File: src/hw/rtl/ble_ram.sv
module ble_ram #(
  parameter int unsigned WIDTH = 8,
  parameter int unsigned DEPTH = 256
) (
  input  logic                     clk_i,
  input  logic                     we_i,
  input  logic [$clog2(DEPTH)-1:0] waddr_i,
  input  logic [WIDTH-1:0]         wdata_i,
  input  logic [$clog2(DEPTH)-1:0] raddr_i,
  output logic [WIDTH-1:0]         rdata_o
);

  logic [WIDTH-1:0] mem_q [DEPTH];

  always_ff @(posedge clk_i) begin
    if (we_i) begin
      mem_q[waddr_i] <= wdata_i;
    end
    rdata_o <= mem_q[raddr_i];
  end

endmodule

File: config.mk
export PLATFORM = sky130hd
export DESIGN_NAME = ble_ram
export DESIGN_NICKNAME = d
export VERILOG_FILES = /design/src/hw/rtl/ble_ram.sv
export SDC_FILE = /design/constraint.sdc
export NUM_CORES = 2
export LEC_CHECK = 0
export BUFFER_PORTS_ARGS = -buffer_cell sky130_fd_sc_hd__buf_2
export CAP_MARGIN = 25
export CORE_MARGIN = 4
export CORE_UTILIZATION = 45
export CTS_CLUSTER_DIAMETER = 150
export DETAILED_ROUTE_END_ITERATION = 16
export GPL_TIMING_DRIVEN = 0
export PLACE_DENSITY = 0.69
export SYNTH_ARGS = -nofsm -noshare
export SYNTH_HDL_FRONTEND = slang
export SYNTH_SLANG_ARGS = --single-unit
File: constraint.sdc
create_clock -name clk_i -period 5.4 [get_ports clk_i]
set_input_delay 1.08 -clock clk_i [delete_from_list [all_inputs] [get_ports clk_i]]
set_output_delay 1.08 -clock clk_i [all_outputs]
set_load 0.005 [all_outputs]
==> out/results.ini <==
[clock_tree]
clock_path_buffers=3
cts.sinks=2056
clk_pin_slew_ns=0.06
h-tree-depth=4
insertion_delay_ns=0.84
cts-buffers-inserted=199
postCtsSetupRepairBufs=0
cts_tree=done
postCtsHoldBufs=0
cts-resized-gates=0
cts-root-buf=clkbuf_16

[global_route]
antenna_found_initial=17
met2_usage_pct=37.5
grt_use_met3_pct=7.98
groute.usage.overall_pct=25.2
grt_pass1_vias=40817
grt_first_pass_wirelength_microns=324000
grtUsageMet1_pct=33.2
grt_remaining_overflow=0
grt.busiest_layer=met2
grt_max_degree=165

[synth]
synth_area_sq_um=79600
muxShareOfSynthArea_pct=14.6
syn_nets=3759
synth_fa_ha_area_share_pct=0
yosysWarnings=0
syn-instance-count=3733
synth_top_area_cell=edfxtp_1
ys_seq_area_share_pct=77.5
synth_xor_area_share_pct=0
synth_cell_types=55
synth_commonest_cells=2,048 x edfxtp_1, 454 x mux4_2, 282 x nor2_1
yosysTopAreaCellShare_pct=77.3
ys_top_cells_by_area=edfxtp_1 77%, mux4_2 13%, mux2i_1 1.7%, nor2_1 1.3%, a22oi_1 1.3%
yosysMostFrequentCell=edfxtp_1
async_flop_share_pct=0
yosys.area_share.simple_pct=2.63
synth_edf_count=2048
synth_compound_area_share_pct=3.42
synth-main-ff-cell=edfxtp_1
synth_top_family_by_area=multiplexers
ys_seq_elements=2056
syn_area_per_cell_sq_um=21.3

[placed_design]
hpwl_microns=156000
dp_worst_setup_slack_ns=-0.0357
io_buffers=26
gp_congestion=0.953

[floorplanning]
placementRows=154
core_sq_um=176000
dieHeight_microns=428
die_area_sq_um=184000
fp.dieW_microns=428
start_util_pct=45.2
ios=34

[cells_and_area]
syn2layout_area_growth_pct=13.0
final_core_util_pct=51.1
final_layout_size_suffix_gt1_share_pct=22.4
finish.net_count=4046

[detailed_routing]
wire_per_inst_microns=35.8
firstDrtPassIters=7
vias_per_cell=6.44
ant_nets=0
drc=0
wl_microns=235000
vias=42197
drt_iter0_markers=6856

[pwr]
peakVddDrop_mv=0.279
p_leak_uw=0.0276
pwr_density_cell_nw_per_um2=367

[critical_path]
crit-reg2reg-launch=mem_q[211][3]
endpoint=rdata_o[3]
r2r_slack_ns=1.76
crit_start=raddr_i[4]
r2r_end=rdata_o[3]
cp.required_ns=6.12
worstSetupPathType=primary input to register
cp-start-kind=primary input
end_kind=register
crit_arrival_ns=5.48
cp_max_fo=14
reg2reg_depth=7

[timing]
skew_ns=0.0493
timing.setup.tns_ns=0
rsz0062_at_grt=false
holdWs_ns=0.711
maxSlewViolCount=0
fmax_mhz=210
layout_setup_ws_ns=0.636
hold_violations=0
worst_pin_slew_ns=1.17
period_needed_ns=4.76
max_slew_margin_pct=21.9
setup_viol=0
fin_crit_sh_pct=88.2

[worst_hold_path]
min_path_type=primary input to register

[run]
timing.max_cap.violations=0

[outcome]
status=complete, no violations

[cells in the final DEF, fill, tap and decap left out, drive strengths merged, types with 10 or more instances in the layout]
cell type and instances:
o21ai 12, nor3 22, a221oi 14, diode 24, edfxtp 2048, a211oi 16, nand2 33, bufinv 13
nand3 34, nor2b 31, mux2i 134, nor4 27, o221ai 47, o211ai 10, nand4 10, buf 203
clkbuf 354, a22oi 133, a21oi 96, clkinv 102, mux4 456, o22ai 28, nor2 282
[logic make-up (layout without fill, tap and decap cells)]
family	count (synthesis)	count (layout)
other cells	0	24
simple gates	466	466
compound gates	385	385
buf+inv	235	686
mux	591	591
flops	2056	2056
[sequential cells by signal (all words and copies together) (netlist names)]
register / count
mem_q: 2048
rdata_o: 8
[worst max-delay path, stage by stage]
cell	delay, ns
buf_2	0.09
buf_4	0.27
clkbuf_1	0.72
nor2_1	0.40
clkbuf_1	0.39
a221oi_1	1.05
o32ai_1	0.39
nor3_1	0.59
nor4_1	0.19
buf_2	0.25
[layout make-up]
type,instances,area (sq um)
Antenna cell,24,60.1
Buffer,233,1470
Clock buffer,239,5130
Clock inverter,126,1140
Fill cell,13473,86000
Inverter,2,7.51
Multi-Input combinational cell,1442,16400
Sequential cell,2056,61700
Tap cell,2340,2930
Timing Repair Buffer,86,1060
[routing by layer]
metal	wire (microns)	part of all wire, %
met1	82000	35
met2	106000	45
met3	31100	13
met4	15200	6.5
met5	18	0.0077
[where the power goes]
part / switching, uW / leakage [uW] / internal (uW)
logic: 1310 / 0.00611 / 592
registers: 10.1 / 0.0185 / 17600
clock network: 6060 / 0.00305 / 7430
[stage by stage]
step / instances / area (sq um) / power (uW)
finish: 6548 / 89900 / 33000
global route: 6526 / 89800 / 33800
CTS: 6509 / 89700 / 33000
detailed placement: 6144 / 83400 / 19800
global placement: 6099 / 82600 / 19800
floorplan: 3733 / 79600 / 18800
[how the worst min path moves through the flow]
| stage | startpoint | slack [ns] | to | cells past startpoint |
|---|---|---|---|---|
| 6_report | wdata_i[6] | 0.71 | mem_q[71][6] | 1 |
| 5_1_grt | wdata_i[6] | 0.70 | mem_q[71][6] | 1 |
| 4_1_cts | wdata_i[6] | 0.69 | mem_q[70][6] | 1 |
| 3_5_place_dp | mem_q[108][6] | 1.45 | rdata_o[6] | 6 |
| 3_3_place_gp | mem_q[108][6] | 1.43 | rdata_o[6] | 6 |
| 2_1_floorplan | mem_q[40][3] | 0.77 | rdata_o[3] | 6 |
Power figures use the tool's default switching activity.
